$ cat config.mk
export PLATFORM = sky130hd
export DESIGN_NAME = byte_recurrence_checksum
export DESIGN_NICKNAME = d
export VERILOG_FILES = /design/src/rtl/core/brc_pkg.sv /design/src/rtl/core/brc_term_step.sv /design/src/rtl/core/byte_recurrence_checksum.sv
export SDC_FILE = /design/constraint.sdc
export NUM_CORES = 1
export LEC_CHECK = 0
export ABC_CLOCK_PERIOD_IN_PS = 18100
export BUFFER_PORTS_ARGS = -buffer_cell sky130_fd_sc_hd__buf_2
export CORE_MARGIN = 1.5
export CORE_UTILIZATION = 60
export CTS_CLUSTER_DIAMETER = 50
export CTS_CLUSTER_SIZE = 30
export DETAILED_ROUTE_END_ITERATION = 8
export PLACE_DENSITY = 0.88
export SYNTH_ARGS = -nofsm -noshare
export SYNTH_HDL_FRONTEND = slang
export SYNTH_SLANG_ARGS = --single-unit
export TNS_END_PERCENT = 10
$ cat constraint.sdc
create_clock -name clk -period 18.1 [get_ports clk]
set_clock_uncertainty 0.15 [all_clocks]
set_input_delay 0 -clock clk [delete_from_list [all_inputs] [get_ports clk]]
set_output_delay 0 -clock clk [all_outputs]
set_load 0.01 [all_outputs]
$ cat src/rtl/core/brc_pkg.sv
package brc_pkg;

    localparam int unsigned ByteW = 8;
    localparam int unsigned TermW = 16;

    // Recurrence constants.
    localparam logic [ByteW-1:0] FirstOffset = 8'd7;
    localparam logic [TermW-1:0] TermMod     = 16'hFFFF;

    // Products are at most 25 bits; the biased difference fits in 26.
    localparam int unsigned ProdAW = ByteW + 1 + TermW;
    localparam int unsigned ProdBW = ByteW + TermW;
    localparam int unsigned SumW   = ProdAW + 1;

    // A multiple of 65535 that is larger than any subtrahend keeps the sum positive.
    localparam logic [SumW-1:0] ModBias = 26'd16776960;

endpackage

$ cat src/rtl/core/brc_term_step.sv
module brc_term_step
    import brc_pkg::*;
(
    input  logic [ByteW-1:0] data_byte,
    input  logic [ByteW-1:0] position,
    input  logic [TermW-1:0] newer_term,
    input  logic [TermW-1:0] older_term,
    output logic [TermW-1:0] next_term
);

    logic [ByteW-1:0]  alpha;
    logic [ByteW-1:0]  beta;
    logic [ByteW:0]    coef;
    logic [ProdAW-1:0] prod_a;
    logic [ProdBW-1:0] prod_b;
    logic              neg;
    logic [SumW-1:0]   sum;
    logic [TermW:0]    fold1;
    logic [TermW-1:0]  fold2;

    // 17*i and 31*i modulo 256 as shift-and-add on the position.
    assign alpha = position + {position[ByteW-5:0], 4'b0000};
    assign beta  = {position[ByteW-6:0], 5'b00000} - position;

    assign coef   = {1'b0, data_byte} + {1'b0, alpha};
    assign prod_a = {{TermW{1'b0}}, coef} * {{(ByteW+1){1'b0}}, newer_term};
    assign prod_b = {{TermW{1'b0}}, beta} * {{ByteW{1'b0}}, older_term};

    // A negative 64-bit difference wraps by 2^64, which is one more than a
    // multiple of 65535, so it gains one after reduction.
    assign neg = {1'b0, prod_b} > prod_a;
    assign sum = {1'b0, prod_a} + ModBias + {{(SumW-1){1'b0}}, neg}
               - {{(SumW-ProdBW){1'b0}}, prod_b};

    // End-around-carry folds: 2^16 is congruent to one modulo 65535.
    // After the first fold a carry leaves at most 1022 below it, so the
    // second fold cannot carry again.
    assign fold1 = {{(2*TermW-SumW+1){1'b0}}, sum[SumW-1:TermW]}
                 + {1'b0, sum[TermW-1:0]};
    assign fold2 = {{(TermW-1){1'b0}}, fold1[TermW]} + fold1[TermW-1:0];

    assign next_term = (fold2 == TermMod) ? '0 : fold2;

endmodule

$ cat src/rtl/core/byte_recurrence_checksum.sv
// The last byte is registered in stage one and its checksum in the output register;
// throughput is one byte per cycle while in_stall is low, and the term update is
// combinational: two multiplies on 16-bit terms and an end-around-carry fold.
// Input is stalled only while a finished checksum waits on a stalled output.
// Reset (rst_n low, asynchronous) empties both stages and returns to message start.
module byte_recurrence_checksum
    import brc_pkg::*;
(
    input  logic             clk,
    input  logic             rst_n,
    input  logic             in_valid,
    output logic             in_stall,
    input  logic [ByteW-1:0] data_byte,
    input  logic             last_byte,
    output logic             out_valid,
    input  logic             out_stall,
    output logic [TermW-1:0] checksum
);

    logic             s1_valid_reg;
    logic [ByteW-1:0] s1_byte_reg;
    logic             s1_last_reg;

    logic             at_start_reg, at_start_next;
    logic [ByteW-1:0] pos_reg, pos_next;
    logic [TermW-1:0] newer_reg, newer_next;
    logic [TermW-1:0] older_reg, older_next;
    logic             out_valid_reg, out_valid_next;
    logic [TermW-1:0] checksum_reg;

    logic             s1_blocked;
    logic             s1_fire;
    logic [TermW-1:0] step_term;
    logic [TermW-1:0] term_now;

    assign s1_blocked = s1_valid_reg && s1_last_reg && out_valid_reg && out_stall;
    assign s1_fire    = s1_valid_reg && !s1_blocked;
    assign in_stall   = s1_blocked;

    brc_term_step u_step (
        .data_byte  (s1_byte_reg),
        .position   (pos_reg),
        .newer_term (newer_reg),
        .older_term (older_reg),
        .next_term  (step_term)
    );

    assign term_now = at_start_reg ? ({{(TermW-ByteW){1'b0}}, s1_byte_reg}
                                      + {{(TermW-ByteW){1'b0}}, FirstOffset})
                                   : step_term;

    always_comb
    begin
        at_start_next  = at_start_reg;
        pos_next       = pos_reg;
        newer_next     = newer_reg;
        older_next     = older_reg;
        out_valid_next = out_valid_reg && out_stall;
        if (s1_fire)
        begin
            if (s1_last_reg)
            begin
                at_start_next  = 1'b1;
                pos_next       = '0;
                newer_next     = '0;
                older_next     = {{(TermW-1){1'b0}}, 1'b1};
                out_valid_next = 1'b1;
            end
            else
            begin
                at_start_next = 1'b0;
                pos_next      = at_start_reg ? {{(ByteW-1){1'b0}}, 1'b1} : pos_reg + ByteW'(1);
                newer_next    = term_now;
                older_next    = at_start_reg ? {{(TermW-1){1'b0}}, 1'b1} : newer_reg;
            end
        end
    end

    always_ff @(posedge clk or negedge rst_n)
    begin
        if (!rst_n)
        begin
            s1_valid_reg  <= 1'b0;
            at_start_reg  <= 1'b1;
            pos_reg       <= '0;
            newer_reg     <= '0;
            older_reg     <= {{(TermW-1){1'b0}}, 1'b1};
            out_valid_reg <= 1'b0;
        end
        else
        begin
            if (!s1_blocked)
            begin
                s1_valid_reg <= in_valid;
            end
            at_start_reg  <= at_start_next;
            pos_reg       <= pos_next;
            newer_reg     <= newer_next;
            older_reg     <= older_next;
            out_valid_reg <= out_valid_next;
        end
    end

    always_ff @(posedge clk)
    begin
        if (in_valid && !s1_blocked)
        begin
            s1_byte_reg <= data_byte;
            s1_last_reg <= last_byte;
        end
        if (s1_fire && s1_last_reg)
        begin
            checksum_reg <= term_now;
        end
    end

    assign out_valid = out_valid_reg;
    assign checksum  = checksum_reg;

endmodule

Word level (Yosys, flattened, before mapping)
Index checks and enable logic that the tools add are counted.
{"block": "op_classes", "multipliers": 2, "magnitude_cmp": 1, "eq_ne": 1, "mux": 10, "n_addsub": 10, "reduce_logical": 8}
{"operator": "$mux 16", "n": 5}
{"operator": "$add 25x24->26 const B", "n": 1}
{"operator": "$add 26x1->26", "n": 1}
{"operator": "$sub 26x24->26", "n": 1}
{"operator": "$gt 24x25->1", "n": 1}
{"operator": "$mul 9x16->25", "n": 1}
{"operator": "$mul 8x16->24", "n": 1}
{"operator": "$add 10x16->17", "n": 1}
{"operator": "$add 1x16->16", "n": 1}
{"operator": "$eq 16x16->1 const B", "n": 1}
{"operator": "$mux 8", "n": 2}
{"operator": "$add 8x3->9 const B", "n": 1}
{"operator": "$add 8x8->9", "n": 1}
{"operator": "$add 8x1->8 const B", "n": 1}
{"operator": "$add 8x8->8", "n": 1}
{"operator": "$sub 8x8->8", "n": 1}
{"operator": "$logic_and 1x1->1", "n": 7}
{"operator": "$mux 1", "n": 3}
{"operator": "$logic_not 1->1", "n": 1}
{"block": "word_totals", "in_bits": 13, "register_bits": 68, "output_inout_bits": 18}

Longest topological paths before layout
Gate-level depths: netlist of the first run.
{"block": "logic_depth", "word_depth": 12, "ltp_mapped": 68, "ltp_nobuf": 66}

Hierarchy
From an unflattened synthesis of the first run, not the netlist that was laid out.
{"block": "hier_totals", "cells_unflattened": 1685, "hier_area_um2": 14869.3}
{"mod": "brc_term_step", "seq_area_each_um2": 0.0, "area_each_um2": 12100.4, "cells_each": 1478, "n_inst": 1}
{"mod": "byte_recurrence_checksum", "seq_area_each_um2": 1829.3, "area_each_um2": 2768.9, "cells_each": 207, "n_inst": 1}

Worst setup path after synthesis of the first run
Ideal clock, no wire load.
{"block": "synth_timing", "path_type": "reg2reg", "from": "reg s1_byte_reg[0]", "to": "reg checksum_reg[3] (netlist: checksum[3]), data pin", "period_less_slack_ns": 14.481, "arrival_time_ns": 14.063, "path_stages_with_launch": 66, "setup_time_ns": 0.268, "setup_slack_ns": 3.619, "cell_sequence": "edfxtp_1 > ha_1 > fa_1 > a21oi_1 > nor2_1 > nor2_1 > o21bai_1 > a21oi_1 > o21bai_1 > a21o_1 > clkbuf_1 > and2_1 > fa_1 > inv_1 > fa_1 > fa_1 > fa_1 > inv_1 > (+30 left out) > o21bai_1 > a21oi_1 > o21ai_1 > nand3b_1 > a2111o_1 > nor3b_1 > ha_1 > ha_1 > nand2_1 > a211oi_2 > nand3_1 > nor2_1 > inv_1 > o32ai_1 > a32oi_4 > a2111oi_4 > buf_6 > o31ai_1"}
{"block": "synth_via", "elab_chain_cells": 10, "word_cells_on_any_way": 12, "cone_classes": "add/sub (7); mul (1); order compare (1); eq/ne (1); mux (2)"}
{"element": "start, declared", "line": "byte_recurrence_checksum.sv:21", "rtl": "logic [ByteW-1:0] s1_byte_reg;"}
{"element": "start signal, assigned", "line": "byte_recurrence_checksum.sv:108", "rtl": "s1_byte_reg <= data_byte;"}
{"element": "$add 8x8->9", "line": "brc_term_step.sv:25", "rtl": "assign coef = {1'b0, data_byte} + {1'b0, alpha};"}
{"element": "$mul 9x16->25", "line": "brc_term_step.sv:26", "rtl": "assign prod_a = {{TermW{1'b0}}, coef} * {{(ByteW+1){1'b0}}, newer_term};"}
{"element": "$add 25x24->26 or $gt 24x25->1 (tied branches)", "line": "brc_term_step.sv:32, brc_term_step.sv:31"}
{"element": "$add 26x1->26", "line": "brc_term_step.sv:32", "rtl": "assign sum = {1'b0, prod_a} + ModBias + {{(SumW-1){1'b0}}, neg}"}
{"element": "$sub 26x24->26", "line": "brc_term_step.sv:33", "rtl": "- {{(SumW-ProdBW){1'b0}}, prod_b};"}
{"element": "$add 10x16->17", "line": "brc_term_step.sv:39", "rtl": "+ {1'b0, sum[TermW-1:0]};"}
{"element": "$add 1x16->16", "line": "brc_term_step.sv:40", "rtl": "assign fold2 = {{(TermW-1){1'b0}}, fold1[TermW]} + fold1[TermW-1:0];"}
{"element": "$eq 16x16->1", "line": "brc_term_step.sv:42", "rtl": "assign next_term = (fold2 == TermMod) ? '0 : fold2;"}
{"element": "$mux 16", "line": "brc_term_step.sv:42"}
{"element": "$mux 16 *", "line": "byte_recurrence_checksum.sv:48", "rtl": "assign term_now = at_start_reg ? ({{(TermW-ByteW){1'b0}}, s1_byte_reg}"}
{"element": "via term_now[3]", "line": "byte_recurrence_checksum.sv:34", "rtl": "logic [TermW-1:0] term_now;"}
{"element": "end signal, assigned", "line": "byte_recurrence_checksum.sv:113", "rtl": "checksum_reg <= term_now;"}
{"element": "end, declared", "line": "byte_recurrence_checksum.sv:29", "rtl": "logic [TermW-1:0] checksum_reg;"}
The timed path passes the listed nets; every way through them passes the cells marked *.
A chain may end at the register's enable or synchronous reset.

Final worst setup path of the first run
{"block": "layout_timing", "from": "reg pos_reg[0]", "to": "reg checksum_reg[8] (netlist: checksum[8]), data pin"}
{"block": "layout_via", "elab_chain_cells": 11, "word_cells_on_any_way": 14, "cone_classes": "add/sub (8); mul (2); order compare (1); eq/ne (1); mux (2)"}
{"element": "start, declared", "line": "byte_recurrence_checksum.sv:25", "rtl": "logic [ByteW-1:0] pos_reg, pos_next;"}
{"element": "start signal, assigned", "line": "byte_recurrence_checksum.sv:97", "rtl": "pos_reg <= pos_next;"}
{"element": "$add 8x8->8", "line": "brc_term_step.sv:22", "rtl": "assign alpha = position + {position[ByteW-5:0], 4'b0000};"}
{"element": "$add 8x8->9", "line": "brc_term_step.sv:25"}
{"element": "$mul 9x16->25", "line": "brc_term_step.sv:26"}
{"element": "$add 25x24->26 or $gt 24x25->1 (tied branches)", "line": "brc_term_step.sv:32, brc_term_step.sv:31"}
{"element": "$add 26x1->26", "line": "brc_term_step.sv:32"}
{"element": "$sub 26x24->26 *", "line": "brc_term_step.sv:33"}
{"element": "$add 10x16->17 *", "line": "brc_term_step.sv:39"}
{"element": "$add 1x16->16 *", "line": "brc_term_step.sv:40"}
{"element": "$eq 16x16->1", "line": "brc_term_step.sv:42"}
{"element": "$mux 16 *", "line": "brc_term_step.sv:42"}
{"element": "$mux 16 *", "line": "byte_recurrence_checksum.sv:48"}
{"element": "via term_now[8]", "line": "byte_recurrence_checksum.sv:34"}
Marks and branches as above.

==> reports/results.tsv, run 1 <==
stage	metric	value	unit
worst_hold_path	hold_class	input pin to async pin	
routing	vias	12800	
synthesis	synth-edff-count	25	
job	cap_violations	0	
floorplanning	chipHeight	163	µm
placement	io_buffers	30	
routing	drc_errors	0	
routing	wirelength	41400	µm
synthesis	yosysSeqAreaShare	12.0	%
final_layout	final_cell_mix	306 x inv_1, 201 x nand2_1, 192 x fa_1	
final_layout	final_cells	2092	
setup_path	worstSetupStartpointType	flip-flop	
setup_path	timing.critical_path.slowest_stage_cell	dfrtp_1	
timing	fmax	60.5	MHz
clocking	cts_tree	done	
floorplanning	dieArea	26400	µm²
synthesis	synth_ff_type	dfrtp_1	
synthesis	synthDistinctLibCells	90	
final_layout	antenna_cells	0	
clocking	clockBufferDepth	2	
final_layout	nets	2147	
final_layout	seq_area	1830	µm²
timing	setup_viol	0	
final_layout	fin_util	64.2	%
clocking	clkSinkCount	68	
routing	drtPass1Iterations	5	
final_layout	syn_to_final_growth	5.58	%
timing	rsz0062_at_grt	no	
setup_path	critPathMaxStageDelay	0.88	ns
timing	fin_crit_sh	91.4	%
global_route	grt_first_pass_wirelength	67800	µm
floorplanning	design.core.area	25100	µm²
timing	hold_viol	0	
clocking	insertion_delay	0.36	ns
floorplanning	initial_core_util	60.8	%
routing	drtIter0Drc	1282	
global_route	grtUsageTotal	32.7	%
synthesis	yosysTopAreaCell	fa_1	
floorplanning	row_count	58	
final_layout	n_fill_cell	1958	
synthesis	async_reset_ff_share	63.2	%
clocking	cts_inserted_buffers	9	
routing	routedWlPerCell	19.8	µm
placement	pre_cts_ws	1.37	ns
setup_path	crit_fanout	24	
setup_path	cp-startpoint	pos_reg[0]	
synthesis	synth_area_leaders	fa_1 25%, ha_1 15%, inv_1 7.5%, dfrtp_1 6.7%, and2_1 5.8%	
timing	fin_setup_tns	0	ns
synthesis	netlist_instances	1749	
clocking	post_cts_resized	0	
timing	max_slew.worst_pin.slew	1.01	ns
clocking	h-tree-depth	3	
timing	drv_slew	0	
clocking	cts_root_buf	clkbuf_16	
final_layout	final_common_cell	inv_1	
synthesis	synth_area	15300	µm²
synthesis	yosys_warnings	0	
placement	dp_cells	2058	
floorplanning	ioPinCount	31	
placement	gp_congestion	0.967	
global_route	grt_max_degree	44	
synthesis	synthDominantCellAreaShare	25.2	%
setup_path	worstPathArrival	16.47	ns
timing	worst_slack	1.56	ns
global_route	antenna_found_initial	0	
final_layout	drive_gt1_share	6.47	%
setup_path	cp.required	18.03	ns
global_route	overflow	0	
setup_path	crit_family	compound AO/OA/AOI/OAI gates	
setup_path	path_class	flip-flop to flip-flop	
timing	slew_headroom	32.4	%
routing	vias_per_cell	6.13	
synthesis	ys_ff_latch	68	
timing	fin_crit	16.54	ns
synthesis	synth_nets	2139	
setup_path	critPathBufInv	5	
global_route	grt_pass1_vias	13500	
synthesis	postSynthAreaPerCell	8.74	µm²
placement	dp_hpwl	32400	µm
clocking	clk_pin_slew	0.06	ns
final_layout	multi_input_area	12000	µm²
run_status	status	finished clean	
setup_path	reg2reg_from	pos_reg[0]	
floorplanning	fp.dieW	163	µm
setup_path	end_kind	flip-flop	
routing	antenna_left	0	
cell type report:
class	instances	area share (%)
multi-input combinational	1309	74.3
sequential	68	11.3
clock buffer	9	1.40
inverter	306	7.12
clock inverter	7	0.620
timing repair buffer	63	2.67
tap	330	2.56
worst paths after layout:
kind,to,cells after the start,slack [ns]
setup reg to reg,checksum[8],64,1.56
hold / removal,pos_reg[5],2,0.20
min in group clk,s1_byte_reg[6],2,0.22
max in group asynchronous,newer_reg[12],2,17.00
setup / recovery,checksum[8],64,1.56
hold reg to reg,out_valid,2,0.39
worst reg2reg max path: cells and delay by family (launching register included):
kind	cells	cell delay (ns)
adders and majority gates	14	5.04
buffers and inverters	5	0.73
xor gates and xnor gates	3	0.60
DFF	1	0.88
and+or+nand+nor	13	2.51
AOI/OAI and AO/OA	29	6.32
per-stage QoR:
stage               hold WS [ns]  area (µm²)
floorplan                 -0.446       15300
global placement          0.0267       15600
detailed placement        0.0281       15600
CTS                        0.232       16100
global route               0.224       16100
finish                     0.196       16100
cells in the mapped netlist (6+ instances only):
library cell / n
o22ai_1: 6
fa_1: 192
o31a_1: 6
nand2b_1: 12
buf_6: 6
o21a_1: 9
a21o_1: 26
nand3_1: 19
a21oi_1: 72
o21ai_1: 7
a211oi_1: 9
a22oi_1: 7
inv_1: 306
clkbuf_1: 46
xnor2_1: 75
o21bai_1: 19
edfxtp_1: 25
ha_1: 185
nor3b_1: 6
and2_1: 142
o21ai_0: 30
nand4_1: 9
nand3b_1: 8
a31oi_1: 7
buf_1: 10
o31ai_2: 7
nand2_1: 201
o31ai_1: 14
xor2_1: 35
nor2_1: 53
nor3_1: 17
a22o_1: 22
dfrtp_1: 41
and3_1: 10
per-layer routing:
layer / share of wire (%) / global-route usage [%] / up-vias
met4: 4.0 / 14.0 / 0
met5: 0 / 0 / -
li1: - / - / 5677
met1: 38 / 40.6 / 6285
met2: 49 / 55.5 / 704
met3: 9.6 / 6.42 / 164
kinds of logic (layout without fill, tap and decap cells):
family | Yosys count | count (layout) | synth area share (%)
fa+ha+maj | 377 | 377 | 40.3
compound gates | 301 | 301 | 14.4
simple gates | 517 | 517 | 17.2
flops | 68 | 68 | 12.0
buf+inv | 372 | 385 | 9.58
mux | 4 | 4 | 0.270
xor+xnor | 110 | 110 | 6.31
repair_timing:
action                                  4_1_cts  5_1_grt
hold buffers                                 13        0
endpoints found under the setup margin        0        7
setup buffers                                 0        5
endpoints found under the hold margin        52        0
Power of run 1 is left out: the tool's default activity adds up to more than one toggle a clock period on the data nets, which glitch-free logic cannot reach.
==> run 2: changes to the inputs <==
--- a/config.mk
+++ b/config.mk
@@ -5,14 +5,17 @@
 export SDC_FILE = /design/constraint.sdc
 export NUM_CORES = 1
 export LEC_CHECK = 0
+export ABC_AREA = 1
 export ABC_CLOCK_PERIOD_IN_PS = 18100
 export BUFFER_PORTS_ARGS = -buffer_cell sky130_fd_sc_hd__buf_2
+export CELL_PAD_IN_SITES_DETAIL_PLACEMENT = 0
+export CELL_PAD_IN_SITES_GLOBAL_PLACEMENT = 2
 export CORE_MARGIN = 1.5
-export CORE_UTILIZATION = 60
+export CORE_UTILIZATION = 39
 export CTS_CLUSTER_DIAMETER = 50
-export CTS_CLUSTER_SIZE = 30
+export CTS_CLUSTER_SIZE = 28
 export DETAILED_ROUTE_END_ITERATION = 8
-export PLACE_DENSITY = 0.88
+export PLACE_DENSITY = 0.94
 export SYNTH_ARGS = -nofsm -noshare
 export SYNTH_HDL_FRONTEND = slang
 export SYNTH_SLANG_ARGS = --single-unit
==> run 2 against run 1 <==
Net effect:
- final cell count is 23% higher
- die area is 50% higher
- setup slack better by 1.9 ns
- sequential cell count stayed put
- non-clock buffer count is 15 lower
- final area hardly changed
- wire length is 3.5% higher
- register-to-register slack better by 1.9 ns
- first-iteration DRC count is 35% lower
- synthesized area is 1.7% lower
- worst hold slack worse by 0.053 ns
- sequential share of layout area hardly changed
- critical path type unchanged
==> reports/results.tsv, run 2 <==
stage	metric	value	unit
setup_path	worstSetupStartpointType	flip-flop	
synthesis	synthDominantCellAreaShare	25.6	%
floorplanning	ioPinCount	31	
placement	gp_congestion	0.885	
worst_hold_path	hold_class	input pin to async pin	
setup_path	critPathMaxStageDelay	0.98	ns
routing	routedWlPerCell	16.7	µm
clocking	insertion_delay	0.35	ns
final_layout	n_fill_cell	3906	
global_route	overflow	0	
synthesis	netlist_instances	2027	
setup_path	critPathMostFrequentCell	nand2_1	
final_layout	seq_area	1830	µm²
floorplanning	initial_core_util	39.8	%
setup_path	timing.critical_path.slowest_stage_cell	dfrtp_1	
final_layout	final_common_cell	nand2_1	
final_layout	final_cell_mix	470 x nand2_1, 461 x inv_1, 196 x nor2_1	
global_route	grtUsageTotal	22.7	%
routing	drc_errors	0	
placement	place_area	15700	µm²
synthesis	yosysSeqAreaShare	12.2	%
global_route	antenna_found_initial	0	
final_layout	drive_gt1_share	5.35	%
synthesis	synth-edff-count	25	
setup_path	worstPathArrival	14.58	ns
setup_path	r2r_cells	76	
synthesis	synth_area_leaders	fa_1 26%, ha_1 15%, nand2_1 12%, inv_1 12%, dfrtp_1 6.8%	
synthesis	ys_ff_latch	68	
placement	dp_hpwl	36400	µm
synthesis	postSynthAreaPerCell	7.41	µm²
setup_path	path_class	flip-flop to flip-flop	
clocking	clkSinkCount	68	
routing	drtPass1Iterations	7	
final_layout	post-route-cell-area	16100	µm²
timing	hold_viol	0	
synthesis	async_reset_ff_share	63.2	%
placement	io_buffers	30	
clocking	cts_inserted_buffers	9	
setup_path	cp.required	18.05	ns
final_layout	nets	2441	
synthesis	synth_common_cells	470 x nand2_1, 461 x inv_1, 196 x nor2_1, 192 x fa_1, 185 x ha_1	
timing	slew_headroom	34.9	%
floorplanning	design.core.area	37800	µm²
clocking	clk_pin_slew	0.07	ns
clocking	cts_root_buf	clkbuf_16	
global_route	grt_first_pass_wirelength	69200	µm
routing	wirelength	42800	µm
timing	drv_slew	0	
timing	fin_crit_sh	80.8	%
global_route	grt_max_degree	44	
setup_path	crit_fanout	22	
setup_path	reg2reg_from	pos_reg[0]	
synthesis	synthDistinctLibCells	47	
clocking	postCtsSetupRepairBufs	0	
final_layout	antenna_cells	0	
timing	fmax	68.3	MHz
timing	fin_setup_tns	0	ns
floorplanning	fp.dieW	199	µm
final_layout	multi_input_area	11300	µm²
synthesis	yosys_warnings	0	
placement	dp_cells	2538	
routing	drtIter0Drc	839	
routing	vias	12700	
clocking	clockBufferDepth	2	
timing	rsz0062_at_grt	no	
clocking	cts_tree	done	
floorplanning	chipHeight	199	µm
synthesis	synth_ff_type	dfrtp_1	
timing	fin_crit	14.63	ns
setup_path	end_kind	flip-flop	
job	cap_violations	0	
setup_path	cp-startpoint	pos_reg[0]	
final_layout	final_cells	2567	
floorplanning	row_count	71	
floorplanning	dieArea	39700	µm²
clocking	h-tree-depth	3	
timing	max_slew.worst_pin.slew	0.976	ns
routing	vias_per_cell	4.96	
run_status	status	finished clean	
global_route	grt_pass1_vias	12900	
final_layout	syn_to_final_growth	7.38	%
synthesis	yosysTopAreaCell	fa_1	
synthesis	synth_area	15000	µm²
synthesis	synth_nets	2417	
routing	antenna_left	0	
timing	setup_viol	0	
synthesis	yosysMostFrequentCell	nand2_1	
## run 2: cell count changes after synthesis, sizes merged, moves of 19 or more
cell   previous run  this run
and2            144         2
a22o             22         0
inv             306       468
a21o             27         8
nor2             54       211
nand3            19        79
nand2           201       484
xnor2            75        25
## run 2: per-stage QoR
stage / setup slack [ns] / hold slack (ns) / utilization, %
finish: 3.47 / 0.143 / 42.7
global placement: 3.72 / -0.0165 / 41.6
CTS: 3.38 / 0.154 / 42.7
global route: 2.13 / 0.213 / 42.7
floorplan: 5.56 / -0.446 / -
detailed placement: 3.40 / -0.0168 / 41.6
## run 2: worst paths after layout
| kind | end | slack (ns) |
|---|---|---|
| worst min-delay path | older_reg[9] | 0.14 |
| worst max-delay path | checksum[14] | 3.47 |
| min in group clk | s1_byte_reg[7] | 0.21 |
| worst max register to register | checksum[14] | 3.47 |
| worst min register to register | out_valid | 0.44 |
| max in group asynchronous | newer_reg[4] | 17.19 |
## run 2: critical path: cells and delay by family (launching register included)
family	cells	cell delay, ns
XOR/XNOR	3	0.54
flip-flops	1	0.98
buffers and inverters	6	0.48
AND/OR/NAND/NOR	43	5.45
AO/OA/AOI/OAI	10	1.58
adder cells (fa/ha/maj)	14	5.20
## run 2: cells by family (layout without fill, tap and decap cells)
family                     after synthesis  count (layout)  synth area share, %
AOI/OAI and AO/OA                      171             171                 6.37
DFF                                     68              68                 12.2
buffers and inverters                  504             533                 12.7
adders and majority gates              377             377                 41.0
xor gates and xnor gates                71              71                 4.27
and+or+nand+nor                        836             836                 23.5
## run 2: layout make-up
cell class              instances  share of cell area (%)
clock inverters                 7                   0.419
repair buffers                 48                    1.97
inverters                     469                    10.9
clock buffers                   9                    1.40
multi-input cells            1455                    70.0
well taps                     511                    3.97
flip-flops and latches         68                    11.3
## run 2: repair_timing
| action | 4_1_cts | 5_1_grt |
|---|---|---|
| gates resized for setup | 0 | 0 |
| hold buffers | 13 | 0 |
| hold endpoints to repair | 54 | 0 |
## run 2: layer usage
layer / share of wire (%) / track usage [%] / wire length, µm / up-vias
li1: - / - / - / 6208
met1: 46 / 31.2 / 19600 / 6148
met2: 48 / 39.1 / 20600 / 340
met4: 1.3 / 3.79 / 543 / 0
met3: 4.8 / 2.13 / 2060 / 37
met5: 0 / 0 / 0 / -
Power of run 2 is left out for the same reason.
